===== config.mk =====
export PLATFORM = sky130hd
export DESIGN_NAME = sha512_ctrl
export DESIGN_NICKNAME = d
export VERILOG_FILES = /design/src/sv/sha512_pkg.sv /design/src/sv/sha512_ctrl.sv
export SDC_FILE = /design/constraint.sdc
export NUM_CORES = 1
export LEC_CHECK = 0
export BUFFER_PORTS_ARGS = -buffer_cell sky130_fd_sc_hd__buf_2
export CAP_MARGIN = 5
export CORE_AREA = 8 8 45 47
export DETAILED_ROUTE_END_ITERATION = 6
export DIE_AREA = 0 0 53 55
export PLACE_DENSITY_LB_ADDON = 0.12
export SLEW_MARGIN = 5
export SYNTH_ARGS = -nofsm -noshare
export SYNTH_HDL_FRONTEND = slang
export SYNTH_SLANG_ARGS = --single-unit

===== constraint.sdc =====
create_clock -name clk -period 1.35 [get_ports clk]
set_clock_uncertainty 0.15 [all_clocks]
set_input_delay 0.27 -clock clk [delete_from_list [all_inputs] [get_ports clk]]
set_output_delay 0.27 -clock clk [all_outputs]
set_load 0.02 [all_outputs]

===== src/sv/sha512_pkg.sv =====
// Package: shared types, constants and round functions for the SHA-512 engine.
package sha512_pkg;

  localparam int unsigned WordW    = 64;
  localparam int unsigned Rounds   = 80;
  localparam int unsigned BlkWords = 16;
  localparam logic [7:0]  PadMark  = 8'h80;

  typedef logic [WordW-1:0] word_t;

  typedef enum logic [2:0] {
    ST_IDLE,
    ST_COMP,
    ST_PAD,
    ST_EMIT
  } state_t;

  // controller to datapath
  typedef struct packed {
    logic load_word;   // write incoming request word, count bytes
    logic load_last;   // incoming word is the last one
    logic start_comp;  // begin 80-round compression
    logic round_en;    // run one round
    logic finish_comp; // fold working vars into chaining value
    logic pad_push;    // write one padding word
    logic emit_clear;  // reset hash state after digest is out
  } dp_cmd_t;

  // datapath to controller
  typedef struct packed {
    logic buf_full;    // sixteen words present
    logic round_done;  // all rounds applied, fold pending
    logic pad_done;    // length words written
    logic pad_busy;    // message closed, padding or digest pending
  } dp_sts_t;

  function automatic word_t rotr(input word_t x, input int unsigned n);
    rotr = (x >> n) | (x << (WordW - n));
  endfunction

  function automatic word_t init_hash(input logic [2:0] i);
    case (i)
      3'd0:    init_hash = 64'h6a09e667f3bcc908;
      3'd1:    init_hash = 64'hbb67ae8584caa73b;
      3'd2:    init_hash = 64'h3c6ef372fe94f82b;
      3'd3:    init_hash = 64'ha54ff53a5f1d36f1;
      3'd4:    init_hash = 64'h510e527fade682d1;
      3'd5:    init_hash = 64'h9b05688c2b3e6c1f;
      3'd6:    init_hash = 64'h1f83d9abfb41bd6b;
      default: init_hash = 64'h5be0cd19137e2179;
    endcase
  endfunction

  function automatic word_t round_k(input logic [6:0] i);
    case (i)
      7'd0:  round_k = 64'h428a2f98d728ae22; 7'd1:  round_k = 64'h7137449123ef65cd;
      7'd2:  round_k = 64'hb5c0fbcfec4d3b2f; 7'd3:  round_k = 64'he9b5dba58189dbbc;
      7'd4:  round_k = 64'h3956c25bf348b538; 7'd5:  round_k = 64'h59f111f1b605d019;
      7'd6:  round_k = 64'h923f82a4af194f9b; 7'd7:  round_k = 64'hab1c5ed5da6d8118;
      7'd8:  round_k = 64'hd807aa98a3030242; 7'd9:  round_k = 64'h12835b0145706fbe;
      7'd10: round_k = 64'h243185be4ee4b28c; 7'd11: round_k = 64'h550c7dc3d5ffb4e2;
      7'd12: round_k = 64'h72be5d74f27b896f; 7'd13: round_k = 64'h80deb1fe3b1696b1;
      7'd14: round_k = 64'h9bdc06a725c71235; 7'd15: round_k = 64'hc19bf174cf692694;
      7'd16: round_k = 64'he49b69c19ef14ad2; 7'd17: round_k = 64'hefbe4786384f25e3;
      7'd18: round_k = 64'h0fc19dc68b8cd5b5; 7'd19: round_k = 64'h240ca1cc77ac9c65;
      7'd20: round_k = 64'h2de92c6f592b0275; 7'd21: round_k = 64'h4a7484aa6ea6e483;
      7'd22: round_k = 64'h5cb0a9dcbd41fbd4; 7'd23: round_k = 64'h76f988da831153b5;
      7'd24: round_k = 64'h983e5152ee66dfab; 7'd25: round_k = 64'ha831c66d2db43210;
      7'd26: round_k = 64'hb00327c898fb213f; 7'd27: round_k = 64'hbf597fc7beef0ee4;
      7'd28: round_k = 64'hc6e00bf33da88fc2; 7'd29: round_k = 64'hd5a79147930aa725;
      7'd30: round_k = 64'h06ca6351e003826f; 7'd31: round_k = 64'h142929670a0e6e70;
      7'd32: round_k = 64'h27b70a8546d22ffc; 7'd33: round_k = 64'h2e1b21385c26c926;
      7'd34: round_k = 64'h4d2c6dfc5ac42aed; 7'd35: round_k = 64'h53380d139d95b3df;
      7'd36: round_k = 64'h650a73548baf63de; 7'd37: round_k = 64'h766a0abb3c77b2a8;
      7'd38: round_k = 64'h81c2c92e47edaee6; 7'd39: round_k = 64'h92722c851482353b;
      7'd40: round_k = 64'ha2bfe8a14cf10364; 7'd41: round_k = 64'ha81a664bbc423001;
      7'd42: round_k = 64'hc24b8b70d0f89791; 7'd43: round_k = 64'hc76c51a30654be30;
      7'd44: round_k = 64'hd192e819d6ef5218; 7'd45: round_k = 64'hd69906245565a910;
      7'd46: round_k = 64'hf40e35855771202a; 7'd47: round_k = 64'h106aa07032bbd1b8;
      7'd48: round_k = 64'h19a4c116b8d2d0c8; 7'd49: round_k = 64'h1e376c085141ab53;
      7'd50: round_k = 64'h2748774cdf8eeb99; 7'd51: round_k = 64'h34b0bcb5e19b48a8;
      7'd52: round_k = 64'h391c0cb3c5c95a63; 7'd53: round_k = 64'h4ed8aa4ae3418acb;
      7'd54: round_k = 64'h5b9cca4f7763e373; 7'd55: round_k = 64'h682e6ff3d6b2b8a3;
      7'd56: round_k = 64'h748f82ee5defb2fc; 7'd57: round_k = 64'h78a5636f43172f60;
      7'd58: round_k = 64'h84c87814a1f0ab72; 7'd59: round_k = 64'h8cc702081a6439ec;
      7'd60: round_k = 64'h90befffa23631e28; 7'd61: round_k = 64'ha4506cebde82bde9;
      7'd62: round_k = 64'hbef9a3f7b2c67915; 7'd63: round_k = 64'hc67178f2e372532b;
      7'd64: round_k = 64'hca273eceea26619c; 7'd65: round_k = 64'hd186b8c721c0c207;
      7'd66: round_k = 64'heada7dd6cde0eb1e; 7'd67: round_k = 64'hf57d4f7fee6ed178;
      7'd68: round_k = 64'h06f067aa72176fba; 7'd69: round_k = 64'h0a637dc5a2c898a6;
      7'd70: round_k = 64'h113f9804bef90dae; 7'd71: round_k = 64'h1b710b35131c471b;
      7'd72: round_k = 64'h28db77f523047d84; 7'd73: round_k = 64'h32caab7b40c72493;
      7'd74: round_k = 64'h3c9ebe0a15c9bebc; 7'd75: round_k = 64'h431d67c49c100d4c;
      7'd76: round_k = 64'h4cc5d4becb3e42b6; 7'd77: round_k = 64'h597f299cfc657e2a;
      7'd78: round_k = 64'h5fcb6fab3ad6faec; 7'd79: round_k = 64'h6c44198c4a475817;
      default: round_k = '0;
    endcase
  endfunction

endpackage


===== src/sv/sha512_ctrl.sv =====
// Controller: sequences word loads, compression, padding and digest output.
module sha512_ctrl
  import sha512_pkg::*;
(
  input  logic       clk,
  input  logic       rst_n,
  input  logic       in_valid,
  input  logic       in_last,
  output logic       in_stall,
  output logic       out_valid,
  input  logic       out_stall,
  output logic [2:0] out_idx,
  output dp_cmd_t    cmd,
  input  dp_sts_t    sts
);

  state_t     state_r, state_nxt;
  logic [2:0] idx_r, idx_nxt;
  logic       in_acc, out_acc;

  assign in_acc  = in_valid && !in_stall;
  assign out_acc = out_valid && !out_stall;
  assign out_idx = idx_r;

  always_comb begin
    state_nxt = state_r;
    idx_nxt = idx_r;
    case (state_r)
      ST_IDLE: begin
        if (sts.buf_full) begin
          state_nxt = ST_COMP;
        end else if (in_acc && in_last) begin
          state_nxt = ST_PAD;
        end
      end
      ST_COMP: begin
        if (sts.round_done) begin
          state_nxt = sts.pad_busy ? ST_PAD : ST_IDLE;
        end
      end
      ST_PAD: begin
        if (sts.buf_full) begin
          state_nxt = ST_COMP;
        end else if (sts.pad_done) begin
          state_nxt = ST_EMIT;
          idx_nxt = '0;
        end
      end
      ST_EMIT: begin
        if (out_acc) begin
          idx_nxt = idx_r + 3'd1;
          if (idx_r == 3'd7) begin
            state_nxt = ST_IDLE;
          end
        end
      end
      default: state_nxt = ST_IDLE;
    endcase
  end

  always_comb begin
    cmd = '0;
    in_stall = 1'b1;
    out_valid = 1'b0;
    case (state_r)
      ST_IDLE: begin
        in_stall = sts.buf_full;
        cmd.start_comp = sts.buf_full;
        cmd.load_word = in_acc;
        cmd.load_last = in_acc && in_last;
      end
      ST_COMP: begin
        // after the last round, fold into the chaining value instead of running a round
        cmd.round_en = !sts.round_done;
        cmd.finish_comp = sts.round_done;
      end
      ST_PAD: begin
        cmd.start_comp = sts.buf_full;
        cmd.pad_push = !sts.buf_full && !sts.pad_done;
      end
      ST_EMIT: begin
        out_valid = 1'b1;
        cmd.emit_clear = out_acc && (idx_r == 3'd7);
      end
      default: ;
    endcase
  end

  always_ff @(posedge clk) begin
    if (!rst_n) begin
      state_r <= ST_IDLE;
      idx_r   <= '0;
    end else begin
      state_r <= state_nxt;
      idx_r   <= idx_nxt;
    end
  end

endmodule


==> Word-level counts from Yosys, hierarchy flattened <==
Cells that the tools add are included.
W data, S select, Z words.
{ "op_classes": {"n_addsub": 1, "eq_ne": 11, "n_mux": 20, "reduce_logical": 15} }
{ "ops": {"columns": ["op", "count"], "rows": [
  ["$mux W3", 10],
  ["$pmux W3 S4", 1],
  ["$ne A2 B2 Y1 const B", 5],
  ["$eq A3 B2 Y1 const B", 2],
  ["$mux W2", 3],
  ["$ne A3 B3 Y1 const B", 2],
  ["$pmux W3 S2", 1],
  ["$logic_and A1 B1 Y1", 5],
  ["$logic_not A1 Y1", 5],
  ["$mux W1", 5],
  ["$reduce_and A5 Y1", 1],
  ["$reduce_and A4 Y1", 1],
  ["$add A3 B1 Y3 const B", 1],
  ["$eq A3 B1 Y1 const B", 1],
  ["$eq A3 B3 Y1 const B", 1],
  ["$logic_not A3 Y1", 1],
  ["$reduce_bool A2 Y1", 1],
  ["$reduce_or A2 Y1", 1]
]} }
{ "word_totals": {"register_bits": 6, "input_bits": 9, "output_inout_bits": 12, "wordCells": 49} }

==> Depth between registers and ports, before layout <==
Gate-level depths: netlist of the first run.
{ "logic_depth": {"depth_word": 8, "mapped_depth": 5, "mapped_depth_nobuf": 5} }

==> Worst setup path after synthesis of the first run <==
Ideal clock, no wire load.
{ "synth_timing": {"kind": "register -> output", "from": "reg idx_r[0] (netlist: out_idx[0])", "to": "out cmd[0] (netlist name)", "arrival_ns": 1.315, "required_time_ns": 0.930, "path_slack_ns": -0.385, "path_stages_with_launch": 4, "path_buffers": 0, "cell_sequence": "dfxtp_1 -> ha_1 -> ha_1 -> nor3b_1"} }
{ "synth_lines": {"columns": ["item", "line_no", "rtl"], "rows": [
  ["from (decl)", "sha512_ctrl.sv:18", "logic [2:0] idx_r, idx_nxt;"],
  ["from (signal assigned)", "sha512_ctrl.sv:95", "idx_r <= idx_nxt;"],
  ["to (decl)", "sha512_ctrl.sv:13", "output dp_cmd_t cmd,"]
]} }

==> results of run 1 <==
[sequential cells by signal (all words and copies together), names as in the netlist]
| name | cells |
|---|---|
| state_r | 2 |
| out_idx | 3 |
[metrics by stage]
step | hold WS, ns | instances | util
finish | 0.2041 | 91 | 0.5561
global route | 0.2002 | 91 | 0.5561
CTS | 0.1912 | 91 | 0.5307
detailed placement | 0.3778 | 80 | 0.3951
global placement | 0.3715 | 80 | 0.3951
floorplan | 0.2615 | 39 | -
[final cells by class]
class,count,area [um2],area share
timing repair buffer,34,251.5,0.3268
sequential,5,107.6,0.1398
multi-input combinational,29,352.8,0.4585
clock buffer,4,26.28,0.03415
tap,16,20.02,0.02602
inverter,3,11.26,0.01463
[what timing repair did]
item | CTS | global route
setup endpoints to repair | 12 | 14
buffers inserted | 7 | 0
pin swaps | 6 | 7
resized for setup | 27 | 9
[layer usage]
layer	wire length, um	share of wire	vias to the layer above
met5	0	0	-
met4	0	0	0
met3	92	0.076	0
met2	607	0.50	13
met1	509	0.42	200
li1	-	-	215
[critical path: stages, from the launching register on]
cell and delay, ns:
dfxtp_4 0.35, or3_4 0.40, nor2_4 0.09, buf_6 0.12
[cells in the final DEF (no fill, tap or decap), types with 2 or more instances in the layout]
master and instances:
buf_2 12, ha_4 2, nor2_4 4, clkbuf_4 3
dfxtp_2 3, a32o_2 2, buf_6 7, nor3b_1 2
inv_1 2, nor3b_2 2, buf_4 15
[power breakdown]
| part | leakage [nW] | internal (W) | switching, W | total, W |
|---|---|---|---|---|
| registers | 0.0427 | 0.000155 | 0.00000747 | 0.000163 |
| clock network | 0.0150 | 0.000112 | 0.0000598 | 0.000171 |
| logic | 0.308 | 0.000106 | 0.000101 | 0.000207 |
[worst min-delay path by stage]
stage	to	slack, ns	cells past startpoint
after global placement	out_idx[2]$_SDFFE_PN0P_	0.37	1
after floorplan	out_idx[0]$_SDFFE_PN0P_	0.26	1
after detailed placement	out_idx[2]$_SDFFE_PN0P_	0.38	1
after global routing	state_r[1]$_SDFFE_PN0P_	0.20	2
after CTS	state_r[0]$_SDFFE_PN0P_	0.19	2
final	state_r[1]$_SDFFE_PN0P_	0.20	2
[cells by family after synthesis]
family,after synthesis,share of synthesized area
simple gates,19,0.3587
compound gates,8,0.2034
fa+ha+maj,2,0.06895
flops,5,0.2759
buf+inv,5,0.09310
==> run_results.csv, run 1 <==
group,metric,value,unit
worst_setup_path,worstSetupStartpoint,"state_r[1]$_SDFFE_PN0P_",
job,cap_violations,0,
synth,synthArstFlopShare,0,
synth,ys.flop_type,"dfxtp_1",
floorplan,die_area,2915,um2
global_routing,met3_usage,0.03743,
floorplan,die-width,53,um
finish,antenna_cells,0,
worst_setup_path,crit_type,"flip-flop to output pin",
clock_tree,clk_pin_slew,0.05,ns
finish,area_growth,112.1,%
synth,yosysTopAreaCellShare,0.2759,
global_routing,top_usage_layer,"met2",
pwr,total_power,0.0005410,W
clock_tree,root_buffer,"clkbuf_4",
worst_setup_path,cp.required,0.93,ns
outcome,status,"finished, violations left",
sta,setup_slack,-0.2748,ns
pwr,p_leak,0.3658,nW
worst_setup_path,reg2reg_to,"out_idx[0]$_SDFFE_PN0P_",
floorplan,io_pins,21,
worst_setup_path,r2r_slack,-0.09,ns
placed_design,portBuffers,20,
synth,seq_area_frac_synth,0.2759,
global_routing,use_met1,0.09466,
global_routing,grt_usage,0.08812,
synth,syn-cell-area,362.8,um2
synth,synth.largest_area_cell,"dfxtp_1",
synth,syn_avg_cell_area,9.304,um2
global_routing,grt_pass1_wl,1911,um
global_routing,antenna_found_initial,0,
placed_design,dp_worst_setup_slack,-0.1021,ns
sta,slew_violations,0,
finish,nFillCells,130,
pwr,vdd_drop_max,0.5328,mV
synth,synth_top_cells_by_area,"dfxtp_1, nor3b_1, ha_1",
pwr,pwr_density_cell,703.0,nW/um2
synth,synth_nets,50,
worst_setup_path,endpoint,"cmd[5]",
synth,synthCells,39,
placed_design,place_congestion,0.6925,
placed_design,post_dp_cell_area,546.8,um2
sta,setup-violations-final,12,
synth,ys_seq_elements,5,
sta,hold_viol_final,0,
detailed_routing,drt_iter0_markers,3,
sta,worstMarginPinSlew,0.2739,ns
worst_setup_path,cp.arrival,1.20,ns
clock_tree,cts_sinks,5,
clock_tree,numCtsBuffers,3,
sta,slew_headroom,0.8163,
floorplan,rows,14,
floorplan,die_height,55,um
sta,max_freq,615.5,MHz
worst_setup_path,crit_fanout,4,
detailed_routing,dr.pass1.iters,2,
detailed_routing,wl_per_cell,13.27,um
detailed_routing,postRouteAntennaNets,0,
global_routing,grt_pass1_vias,459,
clock_tree,cts_tree,"yes",
hold_path,min_from,"rst_n",
hold_path,hp-class,"primary input to flip-flop",
detailed_routing,totalWireLength,1208,um
detailed_routing,via_count,428,
sta,rsz0062_at_grt,"yes",
clock_tree,clkLatencyLatePin,0.24,ns
finish,nNetsFinal,87,
floorplan,initial_core_util,0.2622,
sta,final.min_clock_period,1.625,ns
synth,synth.most_common_cell,"dfxtp_1",
finish,drive_gt1_frac,0.8267,
clock_tree,cts.path.max_buffers,2,
synth,synth_edf_count,0,
clock_tree,cts_hold_buf,0,
sta,post-route-period-util,1.204,
floorplan,core_area,1384,um2
synth,ys_types,24,
placed_design,dp_hpwl,812.1,um
outcome,violations,"negative setup slack",
worst_setup_path,crit_path_end_kind,"output pin",
detailed_routing,drc,0,
detailed_routing,via_per_inst,4.703,
global_routing,grt_max_degree,8,
global_routing,grt_remaining_overflow,0,
sta,setup_tns,-1.865,ns
worst_setup_path,worst-r2r-cell-count,5,
worst_setup_path,start_kind,"flip-flop",
synth,synth_commonest_cells,"dfxtp_1, nor3b_1, inv_1, nor2_1",
synth,yosysWarnings,0,
worst_setup_path,r2r-start,"state_r[1]$_SDFFE_PN0P_",
clock_tree,ctsHtreeMaxLevel,1,
finish,finalInstanceArea,769.5,um2
global_routing,use_met2,0.1484,
(Power assumes the default switching activity.)
==> run 2: changes to the inputs <==
--- a/config.mk
+++ b/config.mk
@@ -5,6 +5,7 @@
 export SDC_FILE = /design/constraint.sdc
 export NUM_CORES = 1
 export LEC_CHECK = 0
+export ABC_AREA = 1
 export BUFFER_PORTS_ARGS = -buffer_cell sky130_fd_sc_hd__buf_2
 export CAP_MARGIN = 5
 export CORE_AREA = 8 8 45 47
==> run 2 against run 1 <==
  * The run still ends with negative setup slack left
  * Synthesized area up 9.3%
  * Via count increased by 27%
  * Final cell count up 31%
  * Clock-buffer cell count did not move
  * Sequential share of layout area fell by 1.0 points
==> run_results.csv, run 2 <==
group,metric,value,unit
outcome,status,"finished, violations left",
outcome,violations,"negative setup slack",
finish,drive_gt1_frac,0.6214,
clock_tree,cts_tree,"yes",
placed_design,portBuffers,20,
detailed_routing,via_count,544,
finish,final_cell_mix,"buf_2, buf_6, nor2_1, nand2_1, buf_4",
finish,antenna_cells,0,
floorplan,core_area,1384,um2
finish,finalInstanceArea,888.4,um2
global_routing,top_usage_layer,"met2",
synth,ys_seq_elements,5,
synth,synth_top_family_by_area,"simple AND/OR/NAND/NOR gates",
placed_design,dp_hpwl,959.4,um
floorplan,io_pins,21,
pwr,vdd_drop_max,0.7785,mV
pwr,pwr_density_cell,1441,nW/um2
pwr,p_leak,0.4302,nW
worst_setup_path,r2r_slack,-0.07,ns
synth,ys.flop_type,"dfxtp_1",
worst_setup_path,crit_type,"flip-flop to output pin",
global_routing,use_met1,0.1109,
detailed_routing,wl_per_cell,12.22,um
worst_setup_path,r2r-start,"out_idx[1]$_SDFFE_PN0P_",
finish,finalCoreUtilization,0.6420,
clock_tree,cts.path.max_buffers,2,
floorplan,rows,14,
detailed_routing,postRouteAntennaNets,0,
synth,synthMuxAreaShare,0,
detailed_routing,drc,0,
detailed_routing,via_per_inst,4.571,
global_routing,met3_usage,0.02674,
floorplan,die_height,55,um
detailed_routing,dr.pass1.iters,6,
worst_setup_path,reg2reg_to,"state_r[0]$_SDFFE_PN0P_",
sta,post-route-period-util,1.131,
sta,setup_slack,-0.1762,ns
worst_setup_path,crit_chain,"ha_4 > ha_4 > nand2_4 > nor2_4 > buf_6",
detailed_routing,drt_iter0_markers,5,
global_routing,grt_remaining_overflow,0,
clock_tree,clkLatencyLatePin,0.24,ns
sta,worstMarginPinSlew,0.2454,ns
sta,max_freq,655.2,MHz
synth,yosysTopAreaCellShare,0.2524,
sta,slew_violations,0,
clock_tree,clk_pin_slew,0.04,ns
placed_design,place_congestion,0.7317,
global_routing,use_met2,0.1699,
global_routing,grt_pass1_vias,514,
global_routing,antenna_found_initial,0,
job,cap_violations,0,
synth,ys_types,17,
floorplan,die-width,53,um
global_routing,grt_usage,0.1011,
worst_setup_path,start_kind,"flip-flop",
worst_setup_path,crit_path_end_kind,"output pin",
sta,slew_headroom,0.8347,
worst_setup_path,cp.buffers_inverters,1,
sta,setup-violations-final,13,
synth,synth_nets,77,
synth,synth_top_cells_by_area,"dfxtp_1, nand2_1, nor2_1",
clock_tree,numCtsBuffers,3,
synth,synth.largest_area_cell,"dfxtp_1",
worst_setup_path,slowest_delay,0.35,ns
synth,synthCells,66,
hold_path,hp-class,"primary input to flip-flop",
floorplan,initial_core_util,0.2866,
detailed_routing,totalWireLength,1454,um
worst_setup_path,worst-r2r-cell-count,10,
clock_tree,ctsHtreeMaxLevel,1,
finish,nFillCells,120,
synth,synth_edf_count,0,
synth,synth_adder_area_share,0.06309,
placed_design,post_dp_cell_area,596.8,um2
synth,seq_area_frac_synth,0.2524,
worst_setup_path,crit_fanout,3,
finish,nNetsFinal,115,
worst_setup_path,critPathMostFrequentCell,"ha_4",
synth,syn-cell-area,396.6,um2
hold_path,holdPathStages,3,
sta,hold_viol_final,0,
synth,synth_compound_area_frac,0.1104,
global_routing,grt_pass1_wl,2235,um
worst_setup_path,crit_family,"flip-flops",
finish,area_growth,124.0,%
synth,synth_commonest_cells,"nand2_1, nor2_1, inv_1",
sta,rsz0062_at_grt,"yes",
synth,yosys.area_share.simple,0.4574,
worst_setup_path,cp.required,0.93,ns
worst_setup_path,slowest_stage,"dfxtp_4",
synth,synth_xor_area_frac,0,
synth,syn_avg_cell_area,6.010,um2
sta,final.min_clock_period,1.526,ns
clock_tree,root_buffer,"clkbuf_4",
sta,setup_tns,-1.009,ns
clock_tree,cts_hold_buf,0,
worst_setup_path,cp.arrival,1.11,ns
clock_tree,cts_sinks,5,
floorplan,die_area,2915,um2
synth,synthArstFlopShare,0,
hold_path,worstHoldEndpoint,"state_r[0]$_SDFFE_PN0P_",
hold_path,min_from,"rst_n",
synth,yosysWarnings,0,
finish,largest_reg_flops,3,
global_routing,grt_max_degree,7,
[run 2: cell count changes after synthesis, moves of 2 or more]
| cell | delta |
|---|---|
| o21ai_1 | +2 |
| nor2_1 | +9 |
| o21ai_0 | +3 |
| nand3_1 | +6 |
| inv_2 | +2 |
| nor3b_1 | -4 |
| nand2_2 | +2 |
| inv_1 | +6 |
| a32o_2 | -2 |
| nor3_1 | +2 |
| buf_6 | -2 |
| nand2_1 | +10 |
[run 2: cell type report]
type	count	area (um2)	share of cell area
multi-input combinational	49	380.4	0.4282
clock buffer	4	26.28	0.02958
inverter	12	60.06	0.06761
tap	16	20.02	0.02254
sequential	5	115.1	0.1296
timing repair buffer	33	286.5	0.3225
[run 2: what timing repair did]
item	in CTS	in global routing
cloned	0	0
pin swaps	4	1
endpoints found under the setup margin	10	14
setup buffers	7	2
gates resized for setup	40	7
endpoints found under the hold margin	0	0
[run 2: worst reg2reg max path, delay by kind of cell (launching register included)]
family        cells  cell delay (ns)
simple gates      7             0.43
buf+inv           1             0.14
fa+ha+maj         2             0.25
flops             1             0.35
[run 2: layer usage]
metal	routed length, um	share of wire
met4	47	0.032
met3	84	0.058
met1	567	0.39
met5	0	0
met2	755	0.52
[run 2: report_power, final]
part	total, W	switching, W	internal [W]
clock network	0.000169	0.0000572	0.000111
registers	0.000280	0.0000786	0.000201
logic	0.000831	0.000422	0.000409
total	0.00128	0.000558	0.000722
[run 2: how the worst max path moves through the flow]
stage / from / endpoint / depth (start not counted)
5_1_grt: out_idx[1]$_SDFFE_PN0P_ / cmd[0] / 5
2_1_floorplan: state_r[0]$_SDFFE_PN0P_ / cmd[5] / 3
4_1_cts: out_idx[1]$_SDFFE_PN0P_ / cmd[0] / 5
3_5_place_dp: out_idx[0]$_SDFFE_PN0P_ / state_r[0]$_SDFFE_PN0P_ / 9
3_3_place_gp: out_idx[0]$_SDFFE_PN0P_ / state_r[0]$_SDFFE_PN0P_ / 9
6_report: out_idx[1]$_SDFFE_PN0P_ / cmd[0] / 5
[run 2: logic make-up (layout without fill, tap and decap cells)]
kind of cell,Yosys count,after routing
and+or+nand+nor,39,39
buffers and inverters,12,49
AOI/OAI and AO/OA,8,8
DFF,5,5
adders and majority gates,2,2
[run 2: through the flow]
stage	setup slack (ns)	cells	hold WS (ns)	power, W
after global placement	0.005937	106	0.3481	0.0007268
final	-0.1762	119	0.1462	0.001280
after global routing	-0.2248	119	0.1657	0.001375
after floorplan	-0.04291	66	0.2307	0.0005678
after detailed placement	-0.005269	106	0.3572	0.0007268
after CTS	-0.1873	117	0.1382	0.001177
